--- src/rtl/smfr_pkg.sv ---
// Shared constants, types and helpers for the start-marker frame receiver.
// No dependencies; imported by every module of the block.
`default_nettype none

package smfr_pkg;

    // marker letters
    localparam logic [7:0] CH_S = 8'h53;
    localparam logic [7:0] CH_T = 8'h54;
    localparam logic [7:0] CH_A = 8'h41;
    localparam logic [7:0] CH_R = 8'h52;

    localparam int COUNT_W = 7;
    localparam int BYTE_W  = 8;
    localparam int PHASE_W = 4;

    localparam logic [COUNT_W-1:0] EXPECTED_WORDS_RESET = 7'd2;

    // phase codes
    localparam logic [PHASE_W-1:0] PH_HUNT    = 4'd0;
    localparam logic [PHASE_W-1:0] PH_GOT_S   = 4'd1;
    localparam logic [PHASE_W-1:0] PH_GOT_T   = 4'd2;
    localparam logic [PHASE_W-1:0] PH_GOT_A   = 4'd3;
    localparam logic [PHASE_W-1:0] PH_GOT_R   = 4'd4;
    localparam logic [PHASE_W-1:0] PH_LEN_LO  = 4'd5;
    localparam logic [PHASE_W-1:0] PH_LEN_HI  = 4'd6;
    localparam logic [PHASE_W-1:0] PH_W0_LO   = 4'd7;
    localparam logic [PHASE_W-1:0] PH_W0_HI   = 4'd8;
    localparam logic [PHASE_W-1:0] PH_W1_LO   = 4'd9;
    localparam logic [PHASE_W-1:0] PH_W1_HI   = 4'd10;

    // one finished-frame result word
    typedef struct packed {
        logic [COUNT_W-1:0] word_count;
        logic               values_taken;
        logic [BYTE_W-1:0]  state_value;
        logic [BYTE_W-1:0]  command_value;
    } smfr_result_t;

    // letter expected in a given marker phase; the last T follows R
    function automatic logic [BYTE_W-1:0] marker_want(input logic [PHASE_W-1:0] ph);
        logic [BYTE_W-1:0] want;
        case (ph)
            PH_HUNT:  want = CH_S;
            PH_GOT_S: want = CH_T;
            PH_GOT_T: want = CH_A;
            PH_GOT_A: want = CH_R;
            PH_GOT_R: want = CH_T;
            default:  want = CH_S;
        endcase
        return want;
    endfunction

    // marker search step: a stray S restarts at the second letter
    function automatic logic [PHASE_W-1:0] marker_next(input logic [PHASE_W-1:0] ph,
                                                       input logic [BYTE_W-1:0] b);
        logic [PHASE_W-1:0] nxt;
        if (b == marker_want(ph)) begin
            nxt = ph + 4'd1;
        end else if (b == CH_S) begin
            nxt = PH_GOT_S;
        end else begin
            nxt = PH_HUNT;
        end
        return nxt;
    endfunction

endpackage

`default_nettype wire

--- src/rtl/smfr_parser.sv ---
// Frame parser: phase tracking, announced count and held payload bytes.
// Depends on smfr_pkg; takes one byte per cycle when step is high.
`default_nettype none

module smfr_parser
    import smfr_pkg::*;
(
    input  wire logic               aclk,
    input  wire logic               aresetn,
    input  wire logic               step,
    input  wire logic [BYTE_W-1:0]  rx_byte,
    input  wire logic [COUNT_W-1:0] expected_words,
    output logic                    res_valid,
    output smfr_result_t            res
);

    logic [PHASE_W-1:0] phase_reg, phase_next;
    logic [COUNT_W-1:0] count_reg, count_next;
    logic [BYTE_W-1:0]  first_reg, first_next;
    logic [BYTE_W-1:0]  second_reg, second_next;

    // next state and frame-end detection for the byte at hand
    always_comb begin
        phase_next  = phase_reg;
        count_next  = count_reg;
        first_next  = first_reg;
        second_next = second_reg;
        res_valid   = 1'b0;
        res.values_taken = 1'b0;
        case (phase_reg)
            PH_HUNT, PH_GOT_S, PH_GOT_T, PH_GOT_A, PH_GOT_R: begin
                phase_next = marker_next(phase_reg, rx_byte);
            end
            PH_LEN_LO: begin
                count_next = rx_byte[BYTE_W-1:1];
                phase_next = PH_LEN_HI;
            end
            PH_LEN_HI: begin
                if (count_reg == expected_words) begin
                    phase_next = PH_W0_LO;
                end else begin
                    phase_next = PH_HUNT;
                    res_valid  = 1'b1;
                end
            end
            PH_W0_LO: begin
                first_next = rx_byte;
                phase_next = PH_W0_HI;
            end
            PH_W0_HI: begin
                phase_next = PH_W1_LO;
            end
            PH_W1_LO: begin
                second_next = rx_byte;
                phase_next  = PH_W1_HI;
            end
            PH_W1_HI: begin
                phase_next       = PH_HUNT;
                res_valid        = 1'b1;
                res.values_taken = 1'b1;
            end
            default: begin
                phase_next = marker_next(PH_HUNT, rx_byte);
            end
        endcase
        res.word_count    = count_reg;
        res.state_value   = first_reg;
        res.command_value = second_reg;
    end

    // state registers
    always_ff @(posedge aclk) begin
        if (!aresetn) begin
            phase_reg  <= PH_HUNT;
            count_reg  <= '0;
            first_reg  <= '0;
            second_reg <= '0;
        end else if (step) begin
            phase_reg  <= phase_next;
            count_reg  <= count_next;
            first_reg  <= first_next;
            second_reg <= second_next;
        end
    end

`ifndef SYNTHESIS
    // a frame end always returns to the hunt
    a_end_to_hunt: assert property (@(posedge aclk) disable iff (!aresetn)
        step && res_valid |=> phase_reg == PH_HUNT)
        else $error("phase did not return to hunt after frame end");

    // unused phase codes are never entered
    a_phase_legal: assert property (@(posedge aclk) disable iff (!aresetn)
        phase_reg <= PH_W1_HI)
        else $error("phase left the legal range");

    // captured frames end on the last payload byte, others on the length high byte
    a_result_phase: assert property (@(posedge aclk) disable iff (!aresetn)
        res_valid |-> (res.values_taken ? (phase_reg == PH_W1_HI)
                                        : (phase_reg == PH_LEN_HI)))
        else $error("frame result from an unexpected phase");
`endif

endmodule

`default_nettype wire

--- src/rtl/smfr_out_reg.sv ---
// Result register with valid/ready handshake toward the consumer.
// Depends on smfr_pkg for the result type.
`default_nettype none

module smfr_out_reg
    import smfr_pkg::*;
(
    input  wire logic         aclk,
    input  wire logic         aresetn,
    input  wire logic         load,
    input  wire smfr_result_t load_data,
    output logic              free,
    output logic              m_valid,
    input  wire logic         m_ready,
    output smfr_result_t      m_data
);

    logic         valid_reg;
    smfr_result_t data_reg;

    // room for a new result when empty or draining this cycle
    assign free = !valid_reg || m_ready;

    always_ff @(posedge aclk) begin
        if (!aresetn) begin
            valid_reg <= 1'b0;
        end else if (load) begin
            valid_reg <= 1'b1;
        end else if (m_ready) begin
            valid_reg <= 1'b0;
        end
    end

    // payload needs no reset
    always_ff @(posedge aclk) begin
        if (load) begin
            data_reg <= load_data;
        end
    end

    assign m_valid = valid_reg;
    assign m_data  = data_reg;

endmodule

`default_nettype wire

--- src/rtl/start_marker_frame_receiver_core.sv ---
// Start-marker frame receiver: one received byte in at a time, one result per frame.
// Each accepted byte is held in the input register; a frame result is then loaded
// into the result register. One byte is taken every cycle, set by the single
// registered pass through the phase logic, as long as the result register drains.
// A byte that ends a frame waits in the input register while an earlier result is
// still unread. Depends on smfr_pkg, smfr_parser and smfr_out_reg.
`default_nettype none

module start_marker_frame_receiver_core
    import smfr_pkg::*;
(
    input  wire logic               aclk,
    input  wire logic               aresetn,
    // received bytes
    input  wire logic               s_valid,
    output logic                    s_ready,
    input  wire logic [BYTE_W-1:0]  s_rx_byte,
    // frame results
    output logic                    m_valid,
    input  wire logic               m_ready,
    output logic [COUNT_W-1:0]      m_word_count,
    output logic                    m_values_taken,
    output logic [BYTE_W-1:0]       m_state_value,
    output logic [BYTE_W-1:0]       m_command_value,
    // expected word count register
    input  wire logic               cfg_valid,
    output logic                    cfg_ready,
    input  wire logic [COUNT_W-1:0] cfg_expected_words
);

    logic               in_valid_reg;
    logic [BYTE_W-1:0]  in_byte_reg;
    logic [COUNT_W-1:0] expected_reg;
    logic               step;
    logic               res_valid;
    logic               out_free;
    smfr_result_t       res;
    smfr_result_t       out_data;

    // configuration register
    assign cfg_ready = 1'b1;
    always_ff @(posedge aclk) begin
        if (!aresetn) begin
            expected_reg <= EXPECTED_WORDS_RESET;
        end else if (cfg_valid) begin
            expected_reg <= cfg_expected_words;
        end
    end

    // held byte moves on unless it ends a frame and the result slot is full
    assign step    = in_valid_reg && (!res_valid || out_free);
    assign s_ready = !in_valid_reg || step;

    // input register
    always_ff @(posedge aclk) begin
        if (!aresetn) begin
            in_valid_reg <= 1'b0;
        end else if (s_ready) begin
            in_valid_reg <= s_valid;
        end
    end

    always_ff @(posedge aclk) begin
        if (s_ready && s_valid) begin
            in_byte_reg <= s_rx_byte;
        end
    end

    smfr_parser u_parser (
        .aclk           (aclk),
        .aresetn        (aresetn),
        .step           (step),
        .rx_byte        (in_byte_reg),
        .expected_words (expected_reg),
        .res_valid      (res_valid),
        .res            (res)
    );

    smfr_out_reg u_out (
        .aclk      (aclk),
        .aresetn   (aresetn),
        .load      (step && res_valid),
        .load_data (res),
        .free      (out_free),
        .m_valid   (m_valid),
        .m_ready   (m_ready),
        .m_data    (out_data)
    );

    assign m_word_count    = out_data.word_count;
    assign m_values_taken  = out_data.values_taken;
    assign m_state_value   = out_data.state_value;
    assign m_command_value = out_data.command_value;

endmodule

`default_nettype wire
--- config.mk ---
export PLATFORM = sky130hd
export DESIGN_NAME = start_marker_frame_receiver_core
export DESIGN_NICKNAME = d
export VERILOG_FILES = /design/src/rtl/smfr_pkg.sv /design/src/rtl/smfr_parser.sv /design/src/rtl/smfr_out_reg.sv /design/src/rtl/start_marker_frame_receiver_core.sv
export SDC_FILE = /design/constraint.sdc
export NUM_CORES = 1
export LEC_CHECK = 0
export BUFFER_PORTS_ARGS = -buffer_cell sky130_fd_sc_hd__buf_2
export CORE_MARGIN = 2
export CORE_UTILIZATION = 44
export DETAILED_ROUTE_END_ITERATION = 8
export HOLD_SLACK_MARGIN = 0.02
export PLACE_DENSITY_LB_ADDON = 0.1
export REMOVE_ABC_BUFFERS = 1
export SLEW_MARGIN = 20
export SYNTH_ARGS = -nofsm -noshare
export SYNTH_HDL_FRONTEND = slang
export SYNTH_SLANG_ARGS = --single-unit
--- constraint.sdc ---
create_clock -name aclk -period 6.6 [get_ports aclk]
set_clock_uncertainty 0.1 [all_clocks]
set_input_delay 1.32 -clock aclk [delete_from_list [all_inputs] [get_ports aclk]]
set_output_delay 1.32 -clock aclk [all_outputs]
set_load 0.1 [all_outputs]
==> results of run 1 <==
==> Yosys cell counts (5+ instances only) <==
| cell type | instances | share of area (%) |
|---|---|---|
| nor2b_1 | 34 | 7.3 |
| o21ai_0 | 5 | 0.86 |
| dfxtp_1 | 36 | 25 |
| edfxtp_1 | 32 | 33 |
| mux2i_1 | 34 | 12 |
| inv_1 | 5 | 0.65 |
| nand2_1 | 6 | 0.78 |
| a21oi_1 | 5 | 0.86 |
| nor2_1 | 13 | 1.7 |
| buf_2 | 6 | 1.0 |
| xor2_1 | 7 | 2.1 |
==> stage by stage <==
step / power (mW) / instance area (sq um) / cells
after floorplan: 0.496 / 2840 / 225
after global placement: 0.515 / 3180 / 348
after detailed placement: 0.516 / 3180 / 348
after CTS: 0.838 / 3360 / 364
after global routing: 0.865 / 3360 / 364
final: 0.827 / 3360 / 364
==> layout make-up <==
class / instances / share of cell area (%)
repair buffers: 46 / 6.92
well taps: 77 / 2.87
clock buffers: 11 / 3.91
clock inverters: 5 / 1.56
inverters: 5 / 0.558
flip-flops and latches: 68 / 50.0
multi-input cells: 152 / 34.1
==> cell families (layout without fill, tap and decap cells) <==
group | count (synthesis) | in the layout | share of synthesized area [%]
flip-flops | 68 | 68 | 57.9
adder cells (fa/ha/maj) | 4 | 4 | 1.72
AND/OR/NAND/NOR | 78 | 78 | 16.4
AO/OA/AOI/OAI | 28 | 28 | 7.28
buffers and inverters | 17 | 67 | 2.72
XOR/XNOR | 7 | 7 | 2.11
other | 1 | 1 | 0.129
multiplexers | 34 | 34 | 11.7
==> worst paths after layout <==
path | end | slack (ps)
hold / removal | u_out.m_data[1]$_DFFE_PP_ | 330
setup / recovery | s_ready | 2730
hold reg to reg | u_out.m_data[1]$_DFFE_PP_ | 330
setup reg to reg | in_byte_reg[3]$_DFFE_PP_ | 3950
==> cell usage in the layout (no fill, tap or decap), types with 2 or more instances in the layout <==
master / synthesis / layout
nor3_1: 4 / 4
nor2b_1: 34 / 34
ha_1: 4 / 4
nor2_1: 13 / 13
clkinv_2: 0 / 2
dfxtp_1: 36 / 36
a31oi_1: 3 / 3
inv_1: 5 / 5
nor4_1: 2 / 2
o21a_1: 2 / 2
o21ai_0: 5 / 5
buf_2: 6 / 45
nand3_1: 2 / 2
edfxtp_1: 32 / 32
clkbuf_1: 4 / 2
nand2_1: 6 / 6
mux2i_1: 34 / 34
a21oi_1: 5 / 5
xor2_1: 7 / 7
nor3b_1: 4 / 3
clkbuf_8: 0 / 9
==> report_power, final <==
part	switching, mW	total (mW)	internal, mW	leakage (nW)
clock network	0.148	0.321	0.173	0.0947
logic	0.0279	0.0501	0.0222	0.577
registers	0.00939	0.456	0.447	0.575
==> metal layers <==
layer | wire length (microns) | share of wire (%)
met5 | 0 | 0
met4 | 85 | 1.6
met3 | 282 | 5.2
met2 | 2400 | 44
met1 | 2700 | 49
==> worst max-delay path, delay by kind of cell <==
family / cells / cell delay [ps]
compound gates: 1 / 170
buf+inv: 3 / 470
simple gates: 2 / 500
==> results.ini, run 1 <==
[sta]
final_hold_viol_count=0
fin_ws_ps=2730
period_minus_slack_ps=3870
fin_crit_sh_pct=58.6
whs_ps=329
setup_viol=0
max_freq_ghz=0.259
worst_pin_slew_ps=1070
relSlewSlack_pct=28.4
tns_ps=0
slew_violations=0
rsz0062_at_grt=no

[clocking]
clkTransAtPathRegs_ps=70
clock_tree.root_cell=clkbuf_8
numCtsBuffers=9
clock_latency_ps=330
clock_sinks=68
cts_setup_buffers=0
hold_buffers=0
cts_max_level=3
post_cts_resized=0
tritoncts=done
clk_path_buf_depth=2

[logic_synthesis]
yosysSeqAreaShare_pct=57.9
synthesis.area_sq_um=2900
netlist_instances=237
synth_cell_types=47
synthArstFlopShare_pct=0
synth-edff-count=32
syn_avg_cell_area_sq_um=12.2
ys.flop_type=dfxtp_1
synth_warnings=0
synth_seq_cells=68

[global_routing]
grt_start_max_net_pins=37
grtUsageMet2_pct=24.1
met1_usage_pct=22.8
grt_pass1_vias=1791
busiest_layer=met2
antenna_found_initial=0
grt_usage_pct=16.7
grt_overflow=0
grt_pass1_wl_microns=9180
met3_usage_pct=6.81

[hold_path]
min_from=u_parser.second_reg[1]$_SDFFE_PN0P_
min_path_type=flop to flop
whs_path_depth=0

[final_layout]
largest_reg_flops=24
post-route-util_pct=52.9
area_delta_synth_final_pct=15.8
multiInputGateArea_sq_um=1150
regArea_sq_um=1680
nets=306
n_antenna_cell=0
drive_gt1_share_pct=24.0
fill_cells=584

[setup_path]
arrival_ps=2450
worstPathCellList=buf_2, nor2b_1, o211ai_1, nor3b_1, inv_1, buf_2
r2r_start=u_parser.count_reg[6]$_SDFFE_PN0P_
critPathLaunch=m_ready
path_class=input port to output pin
cpPeakStageDelay_ps=360
slowest_stage=nor3b_1
worst_setup_path_start_kind=input port
required_ps=5180
cp_max_fo=4
r2r_cells=6
critPathMostFrequentCell=buf_2
end_kind=output pin

[drt]
drc_errors=0
routed_via_density=5.13
drt_iter0_markers=70
antenna_left=0
num_vias=1866
wirelength_microns=5480
avgRoutedWirePerCell_microns=15.0
dr.pass1.iters=4

[place]
port_buffers=45
place.gp.congestion=0.887
post-place-ws_ps=2720
place.detailed.hpwl_microns=3620

[outcome]
status=finished, final reports clean

[power_and_ir_drop]
power_density_nw_per_um2=246
p_leak_nw=1.25
peakVddDrop_mv=0.169

[die]
fp.coreArea_sq_um=6350
die_h_microns=85.2
ios=47
chipWidth_microns=85.2
die_area_sq_um=7260
initial_utilization_pct=45.7
row_count=29

[job]
cap_violations=0

(Power assumes the default switching activity.)
==> inputs of run 2 (changes only) <==
Settings changed: ABC_AREA set to 1.
Clock period 6.6 ns to 3.7 ns, I/O delays scaled along.
==> results.ini, run 2 <==
[setup_path]
slowest_stage=dfxtp_1
cp_max_fo=5
end_kind=output pin
reg2reg_to=u_out.m_data[4]$_DFFE_PP_
worstPathCellList=inv_1, ha_1, inv_1, nor2_1, inv_1, nand2_1, inv_1, a31oi_1, nand4_1, buf_2
arrival_ps=2170
r2r_cells=12
path_class=flop to output pin
required_ps=2860
r2r_setup_slack_ps=1140
critPathMostFrequentCell=inv_1
worst_setup_path_start_kind=flop
r2r_start=u_parser.phase_reg[0]$_SDFFE_PN0N_
cpPeakStageDelay_ps=350

[hold_path]
whs_path_depth=0
min_from=u_parser.first_reg[0]$_SDFFE_PN0P_
min_path_type=flop to flop
hold_end=u_out.m_data[8]$_DFFE_PP_

[drt]
dr.pass1.iters=4
wirelength_microns=5720
drc_errors=0
routed_via_density=4.91
drt_iter0_markers=109
avgRoutedWirePerCell_microns=13.3
num_vias=2116
antenna_left=0

[logic_synthesis]
synth_warnings=0
synth_seq_cells=68
synth_top_area_share_pct=34.4
yosysSeqAreaShare_pct=60.3
synth.most_common_cell=nand2_1
synth_cell_types=25
synthTopCellsByCount=nand2_1 (61), dfxtp_1 (36), edfxtp_1 (32)
synth_area_leaders=edfxtp_1 (34%), dfxtp_1 (26%), nand2_1 (8.2%)
ys.flop_type=dfxtp_1
synthesis.area_sq_um=2790
yosys.area.top_type=edfxtp_1
synthArstFlopShare_pct=0
synth-edff-count=32
netlist_instances=300
syn_avg_cell_area_sq_um=9.30

[sta]
slew_violations=0
tns_ps=0
worst_pin_slew_ps=703
max_freq_ghz=0.332
setup_viol=0
final_hold_viol_count=0
relSlewSlack_pct=53.0
fin_crit_sh_pct=81.4
period_minus_slack_ps=3010
rsz0062_at_grt=no

[clocking]
clock_tree.root_cell=clkbuf_8
tritoncts=done
clock_latency_ps=350
hold_buffers=0
post_cts_resized=0
clk_path_buf_depth=2
cts_max_level=3
numCtsBuffers=9
clock_sinks=68
clkTransAtPathRegs_ps=70
cts_setup_buffers=0

[global_routing]
grt_pass1_wl_microns=9520
antenna_found_initial=0
grt_usage_pct=17.8
grt_pass1_vias=2002
grt_start_max_net_pins=25
grt_overflow=0

[final_layout]
area_delta_synth_final_pct=16.4
final_common_cell=nand2_1
drive_gt1_share_pct=18.6
n_antenna_cell=0
design_area_sq_um=3250
layout_common_cells=nand2_1 (61), buf_2 (45), dfxtp_1 (36), edfxtp_1 (32)
largest_reg_flops=24
nets=373

[place]
port_buffers=45
place_area_sq_um=3060
place.detailed.hpwl_microns=4020
place.gp.congestion=0.842

[die]
chipWidth_microns=83.6
ios=47
row_count=29
die_area_sq_um=6990
initial_utilization_pct=44.7
die_h_microns=83.6
fp.coreArea_sq_um=6240

[job]
cap_violations=0

[outcome]
status=finished, final reports clean

[power_and_ir_drop]
p_leak_nw=1.32
power_density_nw_per_um2=444
peakVddDrop_mv=0.262

==> run 2: where the power goes <==
group          total (mW)  switching [mW]  internal (mW)
Combinational      0.0554          0.0355         0.0199
Sequential          0.813          0.0175          0.796
Clock               0.573           0.268          0.304
Total                1.44           0.321           1.12
==> run 2: layout make-up <==
cell class	instances	area [sq um]
multi-input combinational	192	933
sequential	68	1680
clock buffer	10	128
fill	610	2990
inverter	32	120
clock inverter	6	55.1
tap	77	96.3
timing repair buffer	46	233
==> run 2: worst max-delay path: cells and delay by family, from the launching register on <==
| family | cells | cell delay (ps) |
|---|---|---|
| buffers and inverters | 5 | 630 |
| and+or+nand+nor | 3 | 380 |
| DFF | 1 | 350 |
| adders and majority gates | 1 | 260 |
| AOI/OAI and AO/OA | 1 | 200 |
==> run 2: logic make-up (layout without fill, tap and decap cells) <==
family                     Yosys count  after routing  share of synthesized area [%]
xor gates and xnor gates             8              8                           2.51
other                                1              1                          0.134
AOI/OAI and AO/OA                   47             47                           8.57
buffers and inverters               40             94                           6.28
adders and majority gates            4              4                           1.79
and+or+nand+nor                    132            132                           20.4
DFF                                 68             68                           60.3
==> run 2: worst max path at each step <==
stage | startpoint | endpoint | slack, ps
6_report | u_parser.phase_reg[0]$_SDFFE_PN0N_ | s_ready | 690
5_1_grt | u_parser.phase_reg[0]$_SDFFE_PN0N_ | s_ready | 510
4_1_cts | u_parser.phase_reg[0]$_SDFFE_PN0N_ | s_ready | 680
3_5_place_dp | u_parser.phase_reg[0]$_SDFFE_PN0N_ | s_ready | 1070
3_3_place_gp | u_parser.phase_reg[0]$_SDFFE_PN0N_ | s_ready | 1160
2_1_floorplan | u_out.m_valid$_SDFFE_PN0P_ | in_byte_reg[0]$_DFFE_PP_ | 630
==> run 2: layer usage <==
metal,global-route usage [%],vias up,share of wire (%)
met3,6.13,10,6.6
li1,-,1096,-
met1,23.7,948,46
met5,0,-,0
met4,8.50,0,1.9
met2,26.1,62,45
==> run 2: per-stage QoR <==
stage                     power (mW)  setup WS, ps  cells  hold slack, ps  utilization, %
final                           1.44           689    431             330            52.0
after global placement         0.885          1160    415             313            49.1
after global routing            1.50           510    431             339            52.0
after CTS                       1.46           679    431             332            52.0
after detailed placement       0.885          1070    415             315            49.1
after floorplan                0.857           628    292             308               -
==> inputs of run 3 (changes only) <==
Clock period 3.7 ns to 2.55 ns, I/O delays scaled along.
==> results.ini, run 3 (synthesis gave the netlist of run 2 again) <==
[final_layout]
n_antenna_cell=0
layout_common_cells=nand2_1 (60), buf_2 (44), dfxtp_1 (34), edfxtp_1 (32), a21oi_1 (30)
largest_reg_flops=24
area_delta_synth_final_pct=21.3
design_area_sq_um=3380
final_cells=440
drive_gt1_share_pct=23.1
nets=382
final_common_cell=nand2_1

[place]
place_area_sq_um=3120
port_buffers=45
place.detailed.hpwl_microns=4090
dp_cells=421
place.gp.congestion=0.917
post-place-ws_ps=248

[die]
fp.coreArea_sq_um=6240
die_area_sq_um=6990
chipWidth_microns=83.6
initial_utilization_pct=44.7
die_h_microns=83.6
row_count=29
ios=47

[outcome]
status=finished, final reports clean

[clocking]
tritoncts=done
numCtsBuffers=9
clock_tree.root_cell=clkbuf_8
clk_path_buf_depth=2
clkTransAtPathRegs_ps=70
hold_buffers=0
cts_max_level=3
clock_sinks=68
clock_latency_ps=330

[sta]
relSlewSlack_pct=52.8
rsz0062_at_grt=no
fin_ws_ps=128
max_freq_ghz=0.413
worst_pin_slew_ps=708
fin_crit_sh_pct=95.0
whs_ps=250
period_minus_slack_ps=2420
setup_viol=0
slew_violations=0
final_hold_viol_count=0

[drt]
dr.pass1.iters=5
avgRoutedWirePerCell_microns=13.5
drc_errors=0
routed_via_density=5.04
antenna_left=0
num_vias=2219
wirelength_microns=5950
drt_iter0_markers=88

[job]
cap_violations=0

[setup_path]
required_ps=1940
path_class=flop to output pin
worst_setup_path_start_kind=flop
end_kind=output pin
arrival_ps=1810
cp_max_fo=6

[global_routing]
grt_start_max_net_pins=25
grt_pass1_wl_microns=9890
grt_overflow=0
antenna_found_initial=0
grt_pass1_vias=2078
grt_usage_pct=18.0

[power_and_ir_drop]
p_leak_nw=1.39
power_density_nw_per_um2=618
finalPower_mw=2.09
peakVddDrop_mv=0.290

[hold_path]
min_path_type=input port to flop

[run 3: cell types whose count changed in the layout (fill, tap and decap cells not counted), moves of 2 or more]
cell	delta
buf_12	+2
buf_4	+8
dfxtp_1	-2
inv_1	-3
inv_2	+2
[run 3: final timing paths]
kind / start / endpoint / slack [ps] / cells past startpoint
worst min register to register: u_parser.first_reg[5]$_SDFFE_PN0P_ / u_out.m_data[13]$_DFFE_PP_ / 330 / 0
worst max register to register: u_parser.count_reg[3]$_SDFFE_PN0P_ / u_parser.second_reg[5]$_SDFFE_PN0P_ / 350 / 11
worst max-delay path: u_parser.phase_reg[2]$_SDFFE_PN0N_ / s_ready / 130 / 8
worst min-delay path: s_rx_byte[6] / in_byte_reg[6]$_DFFE_PP_ / 250 / 1
[run 3: cell type report]
cell class / count / area, sq um
clock buffers: 11 / 131
clock inverters: 5 / 52.6
fillers: 589 / 2860
inverters: 32 / 123
multi-input cells: 192 / 966
flip-flops and latches: 68 / 1690
well taps: 77 / 96.3
repair buffers: 55 / 328
[run 3: routing by layer]
metal / global-route usage, % / wire length, microns / share of wire (%) / vias to the layer above
met5: 0 / 0 / 0 / -
met4: 6.74 / 119 / 2.0 / 0
met3: 4.95 / 318 / 5.3 / 10
met2: 27.9 / 2740 / 46 / 65
met1: 24.2 / 2780 / 47 / 1032
li1: - / - / - / 1112
[run 3: power breakdown]
group	leakage [nW]	internal (mW)	switching [mW]	total, mW
Combinational	0.693	0.0311	0.0548	0.0858
Clock	0.0947	0.448	0.380	0.827
Sequential	0.599	1.15	0.0257	1.18
[run 3: through the flow]
step / utilization (%) / TNS, ps
4_1_cts: 53.4 / 0
6_report: 54.2 / 0
3_5_place_dp: 50.0 / 0
5_1_grt: 54.2 / 0
3_3_place_gp: 50.0 / 0
2_1_floorplan: - / -4720
[run 3: timing repair]
action                                  in CTS  in global routing
gates resized for setup                      6                 11
cloned                                       0                  0
pin swaps                                    1                  2
setup buffers                                1                  2
hold endpoints to repair                     0                  0
endpoints found under the setup margin       1                  1
[run 3: critical path: stages, from the launching register on]
cell     delay [ps]
dfxtp_1         450
nand2_1         120
inv_1           130
nand2_1          80
nand2_2          80
inv_2            50
a31oi_4         150
nand4_1         190
buf_12          220
